## src/hdl/prwb_ram.sv

```systemverilog
// ----------------------------------------------------------------------------
// prwb_ram
// Generic single-port-write, one-port-read RAM with registered read.
// ----------------------------------------------------------------------------
`default_nettype none
module prwb_ram #(
   parameter int WIDTH = 8,
   parameter int DEPTH = 16
) (
   input  wire logic                     clock,
   input  wire logic                     wr_en,
   input  wire logic [$clog2(DEPTH)-1:0] wr_addr,
   input  wire logic [WIDTH-1:0]         wr_data,
   input  wire logic [$clog2(DEPTH)-1:0] rd_addr,
   output logic      [WIDTH-1:0]         rd_data
);
   logic [WIDTH-1:0] mem [DEPTH];

   always_ff @(posedge clock) begin
      if (wr_en) begin
         mem[wr_addr] <= wr_data;
      end
      rd_data <= mem[rd_addr];
   end
endmodule
`default_nettype wire

```

## config.mk

```make
export PLATFORM = sky130hd
export DESIGN_NAME = prwb_ram
export DESIGN_NICKNAME = d
export VERILOG_FILES = /design/src/hdl/prwb_ram.sv
export SDC_FILE = /design/constraint.sdc
export NUM_CORES = 1
export LEC_CHECK = 0
export BUFFER_PORTS_ARGS = -buffer_cell sky130_fd_sc_hd__clkbuf_2
export CORE_ASPECT_RATIO = 0.8
export CORE_MARGIN = 10
export CORE_UTILIZATION = 35
export CTS_CLUSTER_SIZE = 12
export DETAILED_ROUTE_END_ITERATION = 12
export HOLD_SLACK_MARGIN = 0.12
export SLEW_MARGIN = 10
export SYNTH_ARGS = -nofsm -noshare
export SYNTH_HDL_FRONTEND = slang
export SYNTH_SLANG_ARGS = --single-unit
export TNS_END_PERCENT = 10
```

## constraint.sdc

```tcl
create_clock -name clock -period 2.18 [get_ports clock]
set_input_delay 0.327 -clock clock [delete_from_list [all_inputs] [get_ports clock]]
set_output_delay 0.327 -clock clock [all_outputs]
set_load 0.005 [all_outputs]
```

==> impl_summary.log <==
INFO  metric outcome = complete, no violations
INFO  metric route.vias.total = 2419
INFO  metric cts_max_level = 4
INFO  metric die-width = 156 um
INFO  metric wl_per_cell = 21.5 um
INFO  metric final_nets = 301
INFO  metric setup-violations-final = 0
INFO  metric cts_made_buffers = 17
INFO  metric design.core.area = 14300 um^2
INFO  metric postSynthNetCount = 247
INFO  metric synth-edff-count = 128
INFO  metric synth_seq_area_share = 77.8%
INFO  metric number_of_maximum_capacitance_constraint_violations = 0
INFO  metric timing.critical_path.to_type = flop
INFO  metric ctsHoldBuffers = 0
INFO  metric tightestPinTransition = 0.722 ns
INFO  metric worst-r2r-setup-slack = 0.82 ns
INFO  metric period_minus_slack = 1.42 ns
INFO  metric drc = 0
INFO  metric ys_ff_latch = 136
INFO  metric synth_warn = 0
INFO  metric cts_tree = built
INFO  metric r2r_cells = 3
INFO  metric layout.cell_area.non_filler = 6280 um^2
INFO  metric timing.hold.worst.class = in -> reg
INFO  metric root_buffer = sky130_fd_sc_hd__clkbuf_16
INFO  metric num_io_pins = 26
INFO  metric path_clk_slew = 0.06 ns
INFO  metric slew_headroom = 51.7%
INFO  metric cp.required = 2.48 ns
INFO  metric start_util = 35.9%
INFO  metric hold-path-cell-count = 1
INFO  metric cts.sinks = 136
INFO  metric groute.usage.overall = 11.0%
INFO  metric dp_hpwl = 6610 um
INFO  metric timing.final.hold_violations = 0
INFO  metric gp_routability_congestion = 0.723
INFO  metric detail_route.wirelength = 10300 um
INFO  metric postSynthAreaPerCell = 22.5 um^2
INFO  metric grt_pass1_vias = 2599
INFO  metric ant_nets = 0
INFO  metric vdd.ir_drop.worst = 0.000582 V
INFO  metric placedInstanceArea = 5600 um^2
INFO  metric synth_top_flop_cell = sky130_fd_sc_hd__edfxtp_1
INFO  metric cts_buffer_depth = 2
INFO  metric timing.setup.tns = 0 ns
INFO  metric die_height = 128 um
INFO  metric post_synth_instance_area = 5150 um^2
INFO  metric crit_path_max_fanout = 17
INFO  metric slew_violations = 0
INFO  metric crit_arrival = 1.72 ns
INFO  metric rsz_0062_raised_after_global_routing = no
INFO  metric postSynth.asyncResetShare = 0%
INFO  metric detailedRoute.firstIterationViolations = 248
INFO  metric drt_pre_antenna_iters = 4
INFO  metric grt_max_degree = 33
INFO  metric powerDensity = 1030 nW/um^2
INFO  metric number_of_antenna_violations_at_the_first_check_in_global_routing = 1
INFO  metric crit_path_start_kind = input port
INFO  metric timing.fmax = 706 MHz
INFO  metric cts.repair_timing.setup_buffer_count = 0
INFO  metric fp.dieArea = 20000 um^2
INFO  metric cts-resized-gates = 0
INFO  metric final_cell_mix = 128 x sky130_fd_sc_hd__edfxtp_1, 25 x sky130_fd_sc_hd__clkbuf_2, 18 x sky130_fd_sc_hd__mux4_2, 17 x sky130_fd_sc_hd__clkbuf_16, 17 x sky130_fd_sc_hd__buf_4
INFO  metric area.growth.synth_to_final = 22.0%
INFO  metric post_synth_inst_count = 229
INFO  metric post_route_cells_drive_above_1_share = 32.4%
INFO  metric p_leak = 2.14 nW
INFO  metric vias_per_cell = 5.03
INFO  metric core.rowCount = 39
INFO  metric grt.overflow.total = 0
INFO  metric critical_path_class = in -> reg
INFO  metric yosys.cell_types.count = 19
INFO  metric clock_latency_on_the_worst_skew_pair = 0.42 ns
INFO  metric numPortBuffers = 25
INFO  metric layout_commonest_cell = sky130_fd_sc_hd__edfxtp_1
INFO  metric grt_pass1_wl = 15900 um
INFO  metric final.period_utilization = 65.0%
INFO  metric final.setup_skew = 0.00673 ns
-- synth_stat cells, types with 2 or more instances --
library cell / n / area [um^2]
sky130_fd_sc_hd__edfxtp_1: 128 / 3840
sky130_fd_sc_hd__a22oi_1: 16 / 120
sky130_fd_sc_hd__buf_6: 3 / 33.8
sky130_fd_sc_hd__mux4_2: 18 / 405
sky130_fd_sc_hd__clkdlybuf4s25_2: 3 / 30.0
sky130_fd_sc_hd__nand2_1: 9 / 33.8
sky130_fd_sc_hd__nor3_1: 4 / 20.0
sky130_fd_sc_hd__mux4_1: 14 / 368
sky130_fd_sc_hd__nor2_1: 13 / 48.8
sky130_fd_sc_hd__nand3b_1: 2 / 15.0
sky130_fd_sc_hd__nand2b_1: 2 / 12.5
sky130_fd_sc_hd__buf_2: 3 / 15.0
sky130_fd_sc_hd__dfxtp_1: 8 / 160
-- state kept, by name (all words and copies together) (netlist names) --
signal and flops:
rd_data 8, mem 128
-- final timing paths --
path / from / to
worst max-delay path: rd_addr[0] / rd_data[5]
worst min-delay path: wr_data[6] / mem[10][6]
worst max register to register: mem[2][3] / rd_data[3]
worst min register to register: mem[12][3] / rd_data[3]
-- kinds of logic after synthesis --
| logic type | after synthesis | synth area share, % |
|---|---|---|
| flip-flops | 136 | 77.8 |
| buffers and inverters | 10 | 1.68 |
| multiplexers | 32 | 15.0 |
| AO/OA/AOI/OAI | 16 | 2.33 |
| AND/OR/NAND/NOR | 35 | 3.18 |
-- cell type report --
type,count,area [um^2]
diodes,1,2.50
clock buffers,17,425
clock inverters,15,248
fillers,1237,8070
multi-input cells,83,1060
flip-flops and latches,136,4000
well taps,184,230
repair buffers,45,313
-- metrics by stage --
step,worst slack (ns),hold WS [ns],instances,util (%),total power [mW]
2_1_floorplan,0.360,0.426,229,-,3.14
3_3_place_gp,0.279,0.650,448,39.1,3.27
3_5_place_dp,0.285,0.671,448,39.1,3.28
4_1_cts,0.730,0.314,480,43.8,6.50
5_1_grt,0.699,0.351,480,43.8,6.66
6_report,0.763,0.323,481,43.8,6.44
-- layer usage --
layer	vias to the layer above	wire [um]	global-route usage, %
met5	-	0	0
met4	0	97	4.29
met3	12	672	4.30
met2	69	4840	16.3
met1	1252	4710	14.4
li1	1086	-	-
-- worst max-delay path, stage by stage --
cell	delay, ns
sky130_fd_sc_hd__clkbuf_2	0.25
sky130_fd_sc_hd__buf_12	0.22
sky130_fd_sc_hd__mux4_1	0.56
sky130_fd_sc_hd__a22oi_1	0.26
sky130_fd_sc_hd__nand2_1	0.09
-- report_power, final --
group / internal [mW] / switching [mW]
sequential: 2.92 / 0.0187
clock: 2.15 / 1.08
combinational: 0.121 / 0.151
total: 5.19 / 1.25
(Power assumes the default switching activity.)
