===== src/hdl/prwb_div.sv =====
// ----------------------------------------------------------------------------
// prwb_div
// Restoring divider, one quotient bit per cycle.
// ----------------------------------------------------------------------------
`default_nettype none
module prwb_div #(
   parameter int NW = 20,
   parameter int DW = 13
) (
   input  wire logic          clock,
   input  wire logic          reset,
   input  wire logic          go,
   input  wire logic [NW-1:0] num,
   input  wire logic [DW-1:0] den,
   output logic               done,
   output logic      [NW-1:0] quot
);
   localparam int CW = $clog2(NW + 1);

   logic [NW-1:0] quot_ff, quot_in;
   logic [DW:0]   rem_ff, rem_in;
   logic [CW-1:0] cnt_ff, cnt_in;
   logic          busy_ff, busy_in;
   logic          done_ff, done_in;
   logic [DW:0]   trial;

   always_comb begin
      quot_in = quot_ff;
      rem_in  = rem_ff;
      cnt_in  = cnt_ff;
      busy_in = busy_ff;
      done_in = 1'b0;
      trial   = {rem_ff[DW-1:0], quot_ff[NW-1]};
      if (go) begin
         quot_in = num;
         rem_in  = '0;
         cnt_in  = CW'(NW);
         busy_in = 1'b1;
      end else if (busy_ff) begin
         if (trial >= {1'b0, den}) begin
            rem_in  = trial - {1'b0, den};
            quot_in = {quot_ff[NW-2:0], 1'b1};
         end else begin
            rem_in  = trial;
            quot_in = {quot_ff[NW-2:0], 1'b0};
         end
         cnt_in = cnt_ff - 1'b1;
         if (cnt_ff == CW'(1)) begin
            busy_in = 1'b0;
            done_in = 1'b1;
         end
      end
   end

   always_ff @(posedge clock) begin
      if (reset) begin
         busy_ff <= 1'b0;
         done_ff <= 1'b0;
         cnt_ff  <= '0;
      end else begin
         busy_ff <= busy_in;
         done_ff <= done_in;
         cnt_ff  <= cnt_in;
      end
      quot_ff <= quot_in;
      rem_ff  <= rem_in;
   end

   assign done = done_ff;
   assign quot = quot_ff;
endmodule
`default_nettype wire


===== config.mk =====
export PLATFORM = sky130hd
export DESIGN_NAME = prwb_div
export DESIGN_NICKNAME = d
export VERILOG_FILES = /design/src/hdl/prwb_div.sv
export SDC_FILE = /design/constraint.sdc
export NUM_CORES = 1
export LEC_CHECK = 0
export ABC_AREA = 1
export BUFFER_PORTS_ARGS = -buffer_cell sky130_fd_sc_hd__buf_4
export CAP_MARGIN = 25
export CELL_PAD_IN_SITES_DETAIL_PLACEMENT = 1
export CELL_PAD_IN_SITES_GLOBAL_PLACEMENT = 1
export CORE_MARGIN = 5
export CORE_UTILIZATION = 35
export DETAILED_ROUTE_END_ITERATION = 8
export GPL_TIMING_DRIVEN = 1
export PLACE_DENSITY = 0.81
export SETUP_SLACK_MARGIN = 0.4
export SYNTH_ARGS = -nofsm -noshare
export SYNTH_HDL_FRONTEND = slang
export SYNTH_SLANG_ARGS = --single-unit

===== constraint.sdc =====
create_clock -name clock -period 1.7 [get_ports clock]
set_input_delay 0.34 -clock clock [delete_from_list [all_inputs] [get_ports clock]]
set_output_delay 0.34 -clock clock [all_outputs]
set_load 0.05 [all_outputs]

==> impl_metrics.tcl, run 1 <==
set metrics [dict create \
    ios 57 \
    min_path_type "input port to register" \
    ys_types 29 \
    antenna_left 0 \
    worstPathRequired_ns 1.91 \
    finalWorstSetupSlack_ns -0.0665 \
    combPwrFrac_pct 28.7 \
    p_int_mw 1.66 \
    worstSkewPairLatency_ns 0.30 \
    htree_levels 2 \
    syn-cell-area_um2 2740 \
    critPathMaxFanout 8 \
    num_vias 2847 \
    grt_pass1_vias 2965 \
    synth_seq_cells 40 \
    viasPerCell 4.78 \
    cts_hold_buf 0 \
    drt_iter0_drc 99 \
    start_util_pct 35.6 \
    cts_tree "built" \
    relSlewSlack_pct 78.7 \
    synthesis.nets 450 \
    rsz0062_at_grt "true" \
    finalMaxSlewViolations 0 \
    grt.total_usage_pct 17.9 \
    hold_violations 0 \
    path_clk_slew_ns 0.08 \
    crit_arrival_ns 1.97 \
    drive_gt1_share_pct 30.4 \
    critical_path_class "register to register" \
    nets 544 \
    tightest_slew_ns 0.320 \
    yosysTopAreaCellShare_pct 22.0 \
    clock_sinks 40 \
    power.density_nw_per_um2 653 \
    fill_cells 1009 \
    ys_seq_area_share_pct 36.6 \
    area_growth_syn_to_layout_pct 40.0 \
    synthTopCellsByArea "edfxtp_1, nand2_1, dfxtp_1" \
    placed_cells 579 \
    skew_ns 0.00574 \
    finalPower_mw 2.50 \
    finalCritPeriodShare_pct 104 \
    dp_hpwl_mm 6.67 \
    syn_avg_cell_area_um2 6.87 \
    cp-end-kind "register" \
    grt-ovfl-total 0 \
    violations "negative setup slack" \
    dp_slack_ns -0.226 \
    power_switching_mw 0.837 \
    yosys.area.top_type "edfxtp_1" \
    vdd_drop_max_mv 0.440 \
    grt_max_degree 22 \
    p_seq_share_pct 45.3 \
    timing.rr.start "quot[19]$_DFFE_PP_" \
    max_freq_ghz 0.566 \
    instances_no_fill 595 \
    cts_buffers 5 \
    netSwitchingFraction_pct 33.4 \
    rows 32 \
    tns_ns -0.740 \
    ys_warn_count 0 \
    gp_congestion 0.858 \
    syn_inst 398 \
    io_buffers 56 \
    cts_buffer_depth 2 \
    holdCritStartpoint "reset" \
    fin_crit_ns 1.77 \
    root_buffer "clkbuf_8" \
    cp-start-kind "register" \
    finalSetupViolCount 14 \
    routed_wirelength_mm 8.50 \
    startpoint "quot[19]$_DFFE_PP_" \
    die_x_um 98.4 \
    drcViolationCount 0 \
    core_area_um2 7690 \
    first_pass_iters 4 \
    leakagePower_nw 2.04 \
    antenna_found_initial 0 \
    diodes 0 \
    die_h_um 98.4 \
    r2r_slack_ns -0.07 \
    wl_per_cell_um 14.3 \
    grt_first_pass_wirelength_mm 14.2 \
    die_area_um2 9680 \
    timing.max_cap.violations 0 \
    power.clock.fraction_pct 26.0 \
    outcome "finished, violations left" \
]
cells by family after synthesis:
family                     share of synthesized area, %
adders and majority gates                          7.59
AOI/OAI and AO/OA                                  2.75
DFF                                                36.6
xor gates and xnor gates                           1.60
and+or+nand+nor                                    39.1
buffers and inverters                              12.4
power groups by stage:
stage,logic [mW],registers [mW],clock network (mW)
global placement,0.636,1.15,0
global route,0.780,1.14,0.719
detailed placement,0.658,1.15,0
finish,0.717,1.13,0.650
floorplan,0.224,1.32,0
CTS,0.684,1.13,0.676
Yosys cell counts:
library cell / number
nor2_4: 2
fa_1: 1
buf_2: 4
nand3_4: 2
o21ai_0: 1
ha_1: 15
nand3_2: 4
nand2_2: 2
inv_2: 1
a31oi_1: 1
a21oi_1: 5
clkbuf_1: 6
xor2_1: 2
xnor2_1: 3
a21oi_4: 1
nand3_1: 29
nand2_4: 1
nand4_1: 18
nor2_1: 19
inv_1: 74
buf_8: 1
a211oi_1: 1
dfxtp_1: 20
o211ai_1: 1
and2_2: 1
o31ai_1: 1
edfxtp_1: 20
nor3_1: 2
nand2_1: 160
worst paths after layout:
path | to | cells past startpoint
max | rem_ff[9]$_SDFFE_PP0P_ | 12
min | cnt_ff[4]$_SDFFE_PP0P_ | 2
max reg2reg | rem_ff[9]$_SDFFE_PP0P_ | 12
min reg2reg | rem_ff[4]$_SDFFE_PP0P_ | 2
critical path, cell delays in order (launching register included):
cell	delay, ns
edfxtp_1	0.37
inv_2	0.06
ha_4	0.16
fa_2	0.35
inv_2	0.09
nand2_2	0.07
nand3_4	0.08
nand2_4	0.07
nand3_4	0.09
buf_12	0.14
nand3_2	0.08
nand3_2	0.06
nand2_1	0.04
per-stage QoR:
stage | hold slack [ns] | cell area, um2 | utilization [%]
3_3_place_gp | 0.456 | 3500 | 45.6
3_5_place_dp | 0.462 | 3500 | 45.6
2_1_floorplan | 0.409 | 2750 | -
4_1_cts | 0.193 | 3670 | 47.8
6_report | 0.200 | 3830 | 49.8
5_1_grt | 0.189 | 3830 | 49.8
layout make-up:
cell class | count | area, um2 | area share [%]
sequential | 40 | 1010 | 26.3
timing repair buffer | 98 | 791 | 20.7
multi-input combinational | 272 | 1540 | 40.1
tap | 102 | 128 | 3.33
clock buffer | 7 | 76.3 | 1.99
inverter | 75 | 284 | 7.42
clock inverter | 1 | 8.76 | 0.229
state kept, by name, summed over array words and instances, names as in the netlist:
register and cells:
busy_ff 1, cnt_ff 5, done 1, quot 20, rem_ff 13
cells in the final DEF, fill, tap and decap left out, types with 8 or more instances in the layout:
cell type / netlist / layout
nand2_2: 2 / 10
ha_1: 15 / 11
nand4_1: 18 / 18
nand3_2: 4 / 12
inv_1: 74 / 71
buf_4: 0 / 88
nand3_1: 29 / 20
nand2_1: 160 / 152
nor2_1: 19 / 17
dfxtp_1: 20 / 16
edfxtp_1: 20 / 20
buf_6: 0 / 8
routing by layer:
| layer | vias up | wire length (um) | track usage, % |
|---|---|---|---|
| met2 | 54 | 4380 | 32.1 |
| met3 | 10 | 414 | 4.71 |
| met4 | 0 | 123 | 3.99 |
| met5 | - | 0 | 0 |
| met1 | 1354 | 3580 | 21.3 |
| li1 | 1429 | - | - |
timing repair:
action,in CTS,in global routing
pin swaps,4,7
endpoints found under the setup margin,15,46
setup buffers,4,4
resized for setup,13,31
Power figures use the tool's default switching activity.
==> run 2: changes to the inputs <==
--- a/config.mk
+++ b/config.mk
@@ -10,11 +10,12 @@
 export CAP_MARGIN = 25
 export CELL_PAD_IN_SITES_DETAIL_PLACEMENT = 1
 export CELL_PAD_IN_SITES_GLOBAL_PLACEMENT = 1
-export CORE_MARGIN = 5
+export CORE_MARGIN = 1
 export CORE_UTILIZATION = 35
+export CTS_CLUSTER_DIAMETER = 60
 export DETAILED_ROUTE_END_ITERATION = 8
 export GPL_TIMING_DRIVEN = 1
-export PLACE_DENSITY = 0.81
+export PLACE_DENSITY_LB_ADDON = 0.1
 export SETUP_SLACK_MARGIN = 0.4
 export SYNTH_ARGS = -nofsm -noshare
 export SYNTH_HDL_FRONTEND = slang
==> run 2 against run 1 <==
The run still ends with negative setup slack left. Core utilization increased by 3.6 points. Register-to-register slack got worse by 0.07 ns. Clock skew up 0.00086 ns. Via count fell by 0.25%. Sequential power barely moved. Setup slack worse by 0.072 ns. Total power up 1.9%. Flip-flop and latch count unchanged. Global-route usage is 3.7 points higher. Clock power increased by 4.6%. Critical path type unchanged. Critical endpoint is now quot[0]$_DFFE_PP_. Largest power group unchanged. Highest routed layer unchanged.
==> impl_metrics.tcl, run 2 (synthesis results as in run 1) <==
set metrics [dict create \
    outcome "finished, violations left" \
    violations "negative setup slack" \
    final_area_um2 3960 \
    critPathMaxFanout 3 \
    antenna_found_initial 0 \
    diodes 0 \
    grt_max_degree 23 \
    crit_end "quot[0]$_DFFE_PP_" \
    die_area_um2 8170 \
    timing.max_cap.violations 0 \
    layout_commonest_cell "nand2_1" \
    antenna_left 0 \
    path_clk_slew_ns 0.09 \
    num_vias 2840 \
    core_area_um2 7410 \
    cp-start-kind "register" \
    vdd_drop_max_mv 0.432 \
    critical_path_class "register to register" \
    most-common-layout-cells "nand2_1, buf_4, inv_1" \
    finalWorstSetupSlack_ns -0.139 \
    cts_hold_buf 0 \
    clock_sinks 40 \
    htree_levels 2 \
    regArea_um2 1000 \
    viasPerCell 4.75 \
    dp_hpwl_mm 6.44 \
    hold_violations 0 \
    cts_tree "built" \
    placed_cells 582 \
    routed_wirelength_mm 8.69 \
    wl_per_cell_um 14.5 \
    power.density_nw_per_um2 644 \
    reg2reg_to "quot[0]$_DFFE_PP_" \
    holdWs_ns 0.200 \
    timing.rr.start "quot[19]$_DFFE_PP_" \
    area_growth_syn_to_layout_pct 44.7 \
    start_util_pct 36.9 \
    io_buffers 56 \
    place_area_um2 3560 \
    worstPathRequired_ns 1.76 \
    drt_iter0_drc 61 \
    grt_pass1_vias 3116 \
    grt.total_usage_pct 21.6 \
    finalCritPeriodShare_pct 108 \
    grt_first_pass_wirelength_mm 14.4 \
    rows 31 \
    tightest_slew_ns 0.303 \
    fill_cells 977 \
    leakagePower_nw 2.11 \
    die_h_um 90.4 \
    first_pass_iters 4 \
    rr_worst_depth 11 \
    nets 550 \
    drcViolationCount 0 \
    gp_congestion 0.816 \
    worstSkewPairLatency_ns 0.30 \
    finalMaxSlewViolations 0 \
    largest_reg_flops 20 \
    root_buffer "clkbuf_8" \
    r2r_slack_ns -0.14 \
    drive_gt1_share_pct 32.9 \
    crit_arrival_ns 1.90 \
    fin_crit_ns 1.84 \
    grt-ovfl-total 0 \
    finalSetupViolCount 14 \
    startpoint "quot[19]$_DFFE_PP_" \
    rsz0062_at_grt "true" \
    relSlewSlack_pct 79.7 \
    min_path_type "input port to register" \
    skew_ns 0.00660 \
    cts_buffers 5 \
    instances_no_fill 598 \
    max_freq_ghz 0.544 \
    cts_buffer_depth 2 \
    ios 57 \
    die_x_um 90.4 \
    multi_input_area_um2 1620 \
    cp-end-kind "register" \
]
==> run 2: worst min-delay path by stage <==
stage,from,endpoint,slack [ns],cells past startpoint
2_1_floorplan,reset,cnt_ff[4]$_SDFFE_PP0P_,0.41,1
3_3_place_gp,cnt_ff[4]$_SDFFE_PP0P_,cnt_ff[4]$_SDFFE_PP0P_,0.46,2
3_5_place_dp,cnt_ff[4]$_SDFFE_PP0P_,cnt_ff[4]$_SDFFE_PP0P_,0.47,2
4_1_cts,reset,cnt_ff[4]$_SDFFE_PP0P_,0.19,2
5_1_grt,reset,cnt_ff[4]$_SDFFE_PP0P_,0.19,2
6_report,reset,cnt_ff[4]$_SDFFE_PP0P_,0.20,2
==> run 2: layout make-up <==
type / count / area share (%)
well taps: 99 / 3.13
repair buffers: 104 / 21.1
clock inverters: 2 / 0.411
inverters: 75 / 7.17
clock buffers: 6 / 1.83
multi-input cells: 272 / 40.9
flip-flops and latches: 40 / 25.4
==> run 2: per-stage QoR <==
step / util, % / power, mW / worst slack, ns / setup TNS [ns]
2_1_floorplan: - / 1.54 / -0.360 / -4.58
3_3_place_gp: 48.0 / 1.79 / -0.202 / -1.97
3_5_place_dp: 48.0 / 1.81 / -0.254 / -2.75
4_1_cts: 51.8 / 2.54 / -0.149 / -1.90
5_1_grt: 53.4 / 2.67 / -0.236 / -2.92
6_report: 53.4 / 2.55 / -0.139 / -1.47
==> run 2: metal layers <==
| layer | up-vias | share of wire, % | GRT usage, % | wire length [um] |
|---|---|---|---|---|
| met3 | 13 | 4.1 | 4.29 | 355 |
| met5 | - | 0 | 0 | 0 |
| met2 | 52 | 52 | 41.3 | 4510 |
| li1 | 1437 | - | - | - |
| met4 | 0 | 1.7 | 3.36 | 144 |
| met1 | 1338 | 42 | 25.1 | 3680 |
==> run 2: what timing repair did <==
action / in CTS / in global routing
gates cloned: 0 / 0
buffers inserted: 6 / 2
endpoints found under the setup margin: 16 / 40
pin swaps: 5 / 8
resized for setup: 34 / 20
==> run 2: where the power goes <==
part           leakage [nW]  internal (mW)  switching [mW]  total, mW
clock network        0.0414          0.293           0.387      0.680
registers             0.370           1.09          0.0409       1.13
logic                  1.70          0.288           0.452      0.740
total                  2.11           1.67           0.880       2.55
==> run 2: worst max-delay path, cell delays in order (launching register included) <==
cell,delay [ns]
edfxtp_1,0.42
inv_2,0.10
ha_4,0.14
fa_2,0.22
inv_2,0.06
nand2_2,0.09
nand3_4,0.08
nand2_4,0.08
nand3_4,0.10
buf_4,0.16
nand2_1,0.07
nand2_1,0.06
==> run 3: changes to the inputs <==
--- a/config.mk
+++ b/config.mk
@@ -5,16 +5,17 @@
 export SDC_FILE = /design/constraint.sdc
 export NUM_CORES = 1
 export LEC_CHECK = 0
-export ABC_AREA = 1
 export BUFFER_PORTS_ARGS = -buffer_cell sky130_fd_sc_hd__buf_4
 export CAP_MARGIN = 25
 export CELL_PAD_IN_SITES_DETAIL_PLACEMENT = 1
 export CELL_PAD_IN_SITES_GLOBAL_PLACEMENT = 1
 export CORE_MARGIN = 1
-export CORE_UTILIZATION = 35
+export CORE_UTILIZATION = 37
+export CTS_BUF_LIST = sky130_fd_sc_hd__clkbuf_16
 export CTS_CLUSTER_DIAMETER = 60
 export DETAILED_ROUTE_END_ITERATION = 8
 export GPL_TIMING_DRIVEN = 1
+export MAX_ROUTING_LAYER = met4
 export PLACE_DENSITY_LB_ADDON = 0.1
 export SETUP_SLACK_MARGIN = 0.4
 export SYNTH_ARGS = -nofsm -noshare
==> run 3 against run 2 <==
The run still ends with negative setup slack left. Global-route usage grew 0.76 points. Total power up 28%. Routed wire length fell by 7.4%. Combinational power increased by 38%. Synthesized area down 9.8%. Critical endpoint is now rem_ff[10]$_SDFFE_PP0P_.
==> impl_metrics.tcl, run 3 <==
set metrics [dict create \
    outcome "finished, violations left" \
    violations "negative setup slack" \
    cp-start-kind "register" \
    ys_types 54 \
    wl_per_cell_um 18.3 \
    rows 29 \
    synthTopCellsByArea "edfxtp_1, dfxtp_1, mux2_2" \
    rsz0062_at_grt "true" \
    drcViolationCount 0 \
    synth_ff_type "edfxtp_1" \
    diodes 0 \
    fin_crit_ns 2.28 \
    skew_ns 0.00452 \
    synthesis.nets 297 \
    cp_cell_sequence "inv_1, ha_2, fa_2, a21bo_2, a21oi_2, o21ai_2, a21boi_4, buf_6, or4b_1, nand3_1" \
    nets 414 \
    synth_common_cells "nor2_1, mux2_2, dfxtp_1, edfxtp_1, inv_1" \
    start_util_pct 38.6 \
    antenna_found_initial 0 \
    tightest_slew_ns 0.416 \
    grt_first_pass_wirelength_mm 12.0 \
    htree_levels 2 \
    largest_reg_flops 20 \
    ios 57 \
    crit_arrival_ns 2.52 \
    critical_path_class "register to register" \
    syn_avg_cell_area_um2 10.1 \
    ys_warn_count 0 \
    cts_tree "built" \
    synth_seq_cells 40 \
    num_vias 2307 \
    max_freq_ghz 0.438 \
    instances_no_fill 440 \
    die_area_um2 7000 \
    area_growth_syn_to_layout_pct 56.2 \
    timing.max_cap.violations 0 \
    fill_cells 705 \
    yosysTopAreaCellShare_pct 24.3 \
    grt_pass1_vias 2451 \
    tns_ns -7.28 \
    holdWs_ns 0.284 \
    synth_edf_count 20 \
    cts_buffers 5 \
    cts_buffer_depth 2 \
    ys_seq_area_share_pct 40.6 \
    vdd_drop_max_mv 0.689 \
    finalSetupViolCount 14 \
    worstSkewPairLatency_ns 0.29 \
    crit_family "simple AND/OR/NAND/NOR gates" \
    viasPerCell 5.24 \
    root_buffer "clkbuf_16" \
    power.density_nw_per_um2 846 \
    async_flop_share_pct 0 \
    slowest_stage "or4b_1" \
    core_area_um2 6390 \
    finalWorstSetupSlack_ns -0.584 \
    antenna_left 0 \
    hold_violations 0 \
    critPathMaxFanout 4 \
    worstPathRequired_ns 1.93 \
    final_util_pct 60.3 \
    grt_max_degree 27 \
    path_clk_slew_ns 0.06 \
    most-common-layout-cells "buf_4, nor2_1, mux2_2, edfxtp_1, inv_1" \
    place_area_um2 3390 \
    grt-ovfl-total 0 \
    gp_congestion 0.816 \
    relSlewSlack_pct 72.2 \
    cp_num_buf_inv 2 \
    yosys.area.top_type "edfxtp_1" \
    routed_wirelength_mm 8.04 \
    slowest_delay_ns 0.51 \
    finalMaxSlewViolations 0 \
    io_buffers 56 \
    dp_hpwl_mm 5.38 \
    cp-end-kind "register" \
    leakagePower_nw 1.79 \
    grt.total_usage_pct 22.4 \
    layout_commonest_cell "buf_4" \
    die_x_um 83.7 \
    min_path_type "input port to register" \
    syn_inst 245 \
    first_pass_iters 4 \
    finalCritPeriodShare_pct 134 \
    placed_cells 423 \
    drive_gt1_share_pct 52.9 \
    clock_sinks 40 \
    final_area_um2 3850 \
    drt_iter0_drc 52 \
    syn-cell-area_um2 2470 \
    die_h_um 83.7 \
    synth.most_common_cell "nor2_1" \
]
## run 3: cell count changes in the layout (fill, tap and decap cells not counted), moves of 7 or more
cell     change
nand4_1     -17
mux2i_1      +8
nand3_2     -16
nor2_1       +7
nand2_1    -140
mux2_2      +20
buf_4       +17
inv_1       -52
nand3_1     -11
## run 3: final cells by class
cell class	count	area, um2	share of cell area (%)
clock inverters	3	38.8	1.01
multi-input cells	175	1550	40.2
clock buffers	5	125	3.25
well taps	77	96.3	2.50
inverters	19	73.8	1.92
flip-flops and latches	40	1010	26.2
repair buffers	121	963	25.0
## run 3: worst paths after layout
| kind | startpoint | to | slack, ns | depth (start not counted) |
|---|---|---|---|---|
| hold / removal | reset | cnt_ff[0]$_SDFFE_PP0P_ | 0.28 | 2 |
| hold reg to reg | rem_ff[7]$_SDFFE_PP0P_ | rem_ff[7]$_SDFFE_PP0P_ | 0.50 | 2 |
| setup / recovery | quot[19]$_DFFE_PP_ | rem_ff[10]$_SDFFE_PP0P_ | -0.58 | 10 |
| setup reg to reg | quot[19]$_DFFE_PP_ | rem_ff[10]$_SDFFE_PP0P_ | -0.58 | 10 |
## run 3: worst register-to-register path: stages (launching register included)
cell	delay [ns]
edfxtp_1	0.38
inv_1	0.06
ha_2	0.18
fa_2	0.34
a21bo_2	0.21
a21oi_2	0.06
o21ai_2	0.18
a21boi_4	0.10
buf_6	0.13
or4b_1	0.51
nand3_1	0.08
## run 3: where the power goes
| group | leakage, nW | switching [mW] | internal [mW] |
|---|---|---|---|
| combinational | 1.34 | 0.555 | 0.470 |
| sequential | 0.367 | 0.0615 | 1.10 |
| clock | 0.0850 | 0.385 | 0.685 |
| total | 1.79 | 1.00 | 2.26 |
## run 3: cell families after synthesis
| logic type | after synthesis | synth area share, % |
|---|---|---|
| AOI/OAI and AO/OA | 49 | 14.1 |
| buffers and inverters | 30 | 5.73 |
| and+or+nand+nor | 70 | 14.4 |
| muxes | 29 | 12.8 |
| DFF | 40 | 40.6 |
| adders and majority gates | 16 | 8.42 |
| xor gates and xnor gates | 11 | 3.90 |
## run 3: repair_timing
action | CTS | global route
resized for setup | 29 | 20
setup endpoints to repair | 19 | 19
pin swaps | 11 | 10
hold endpoints to repair | 0 | 0
hold buffers | 0 | 0
setup buffers | 4 | 5
## run 3: stage by stage
stage | setup slack [ns] | total power, mW
6_report | -0.584 | 3.26
5_1_grt | -0.661 | 3.37
4_1_cts | -0.572 | 3.22
3_5_place_dp | -0.682 | 2.10
3_3_place_gp | -0.622 | 2.07
2_1_floorplan | -0.771 | 1.70
## run 3: per-layer routing
metal,GRT usage (%),share of wire [%],vias up
met5,-,0,-
met4,7.40,1.9,0
met3,3.56,2.1,13
met2,39.4,54,41
met1,25.9,42,1134
li1,-,-,1119
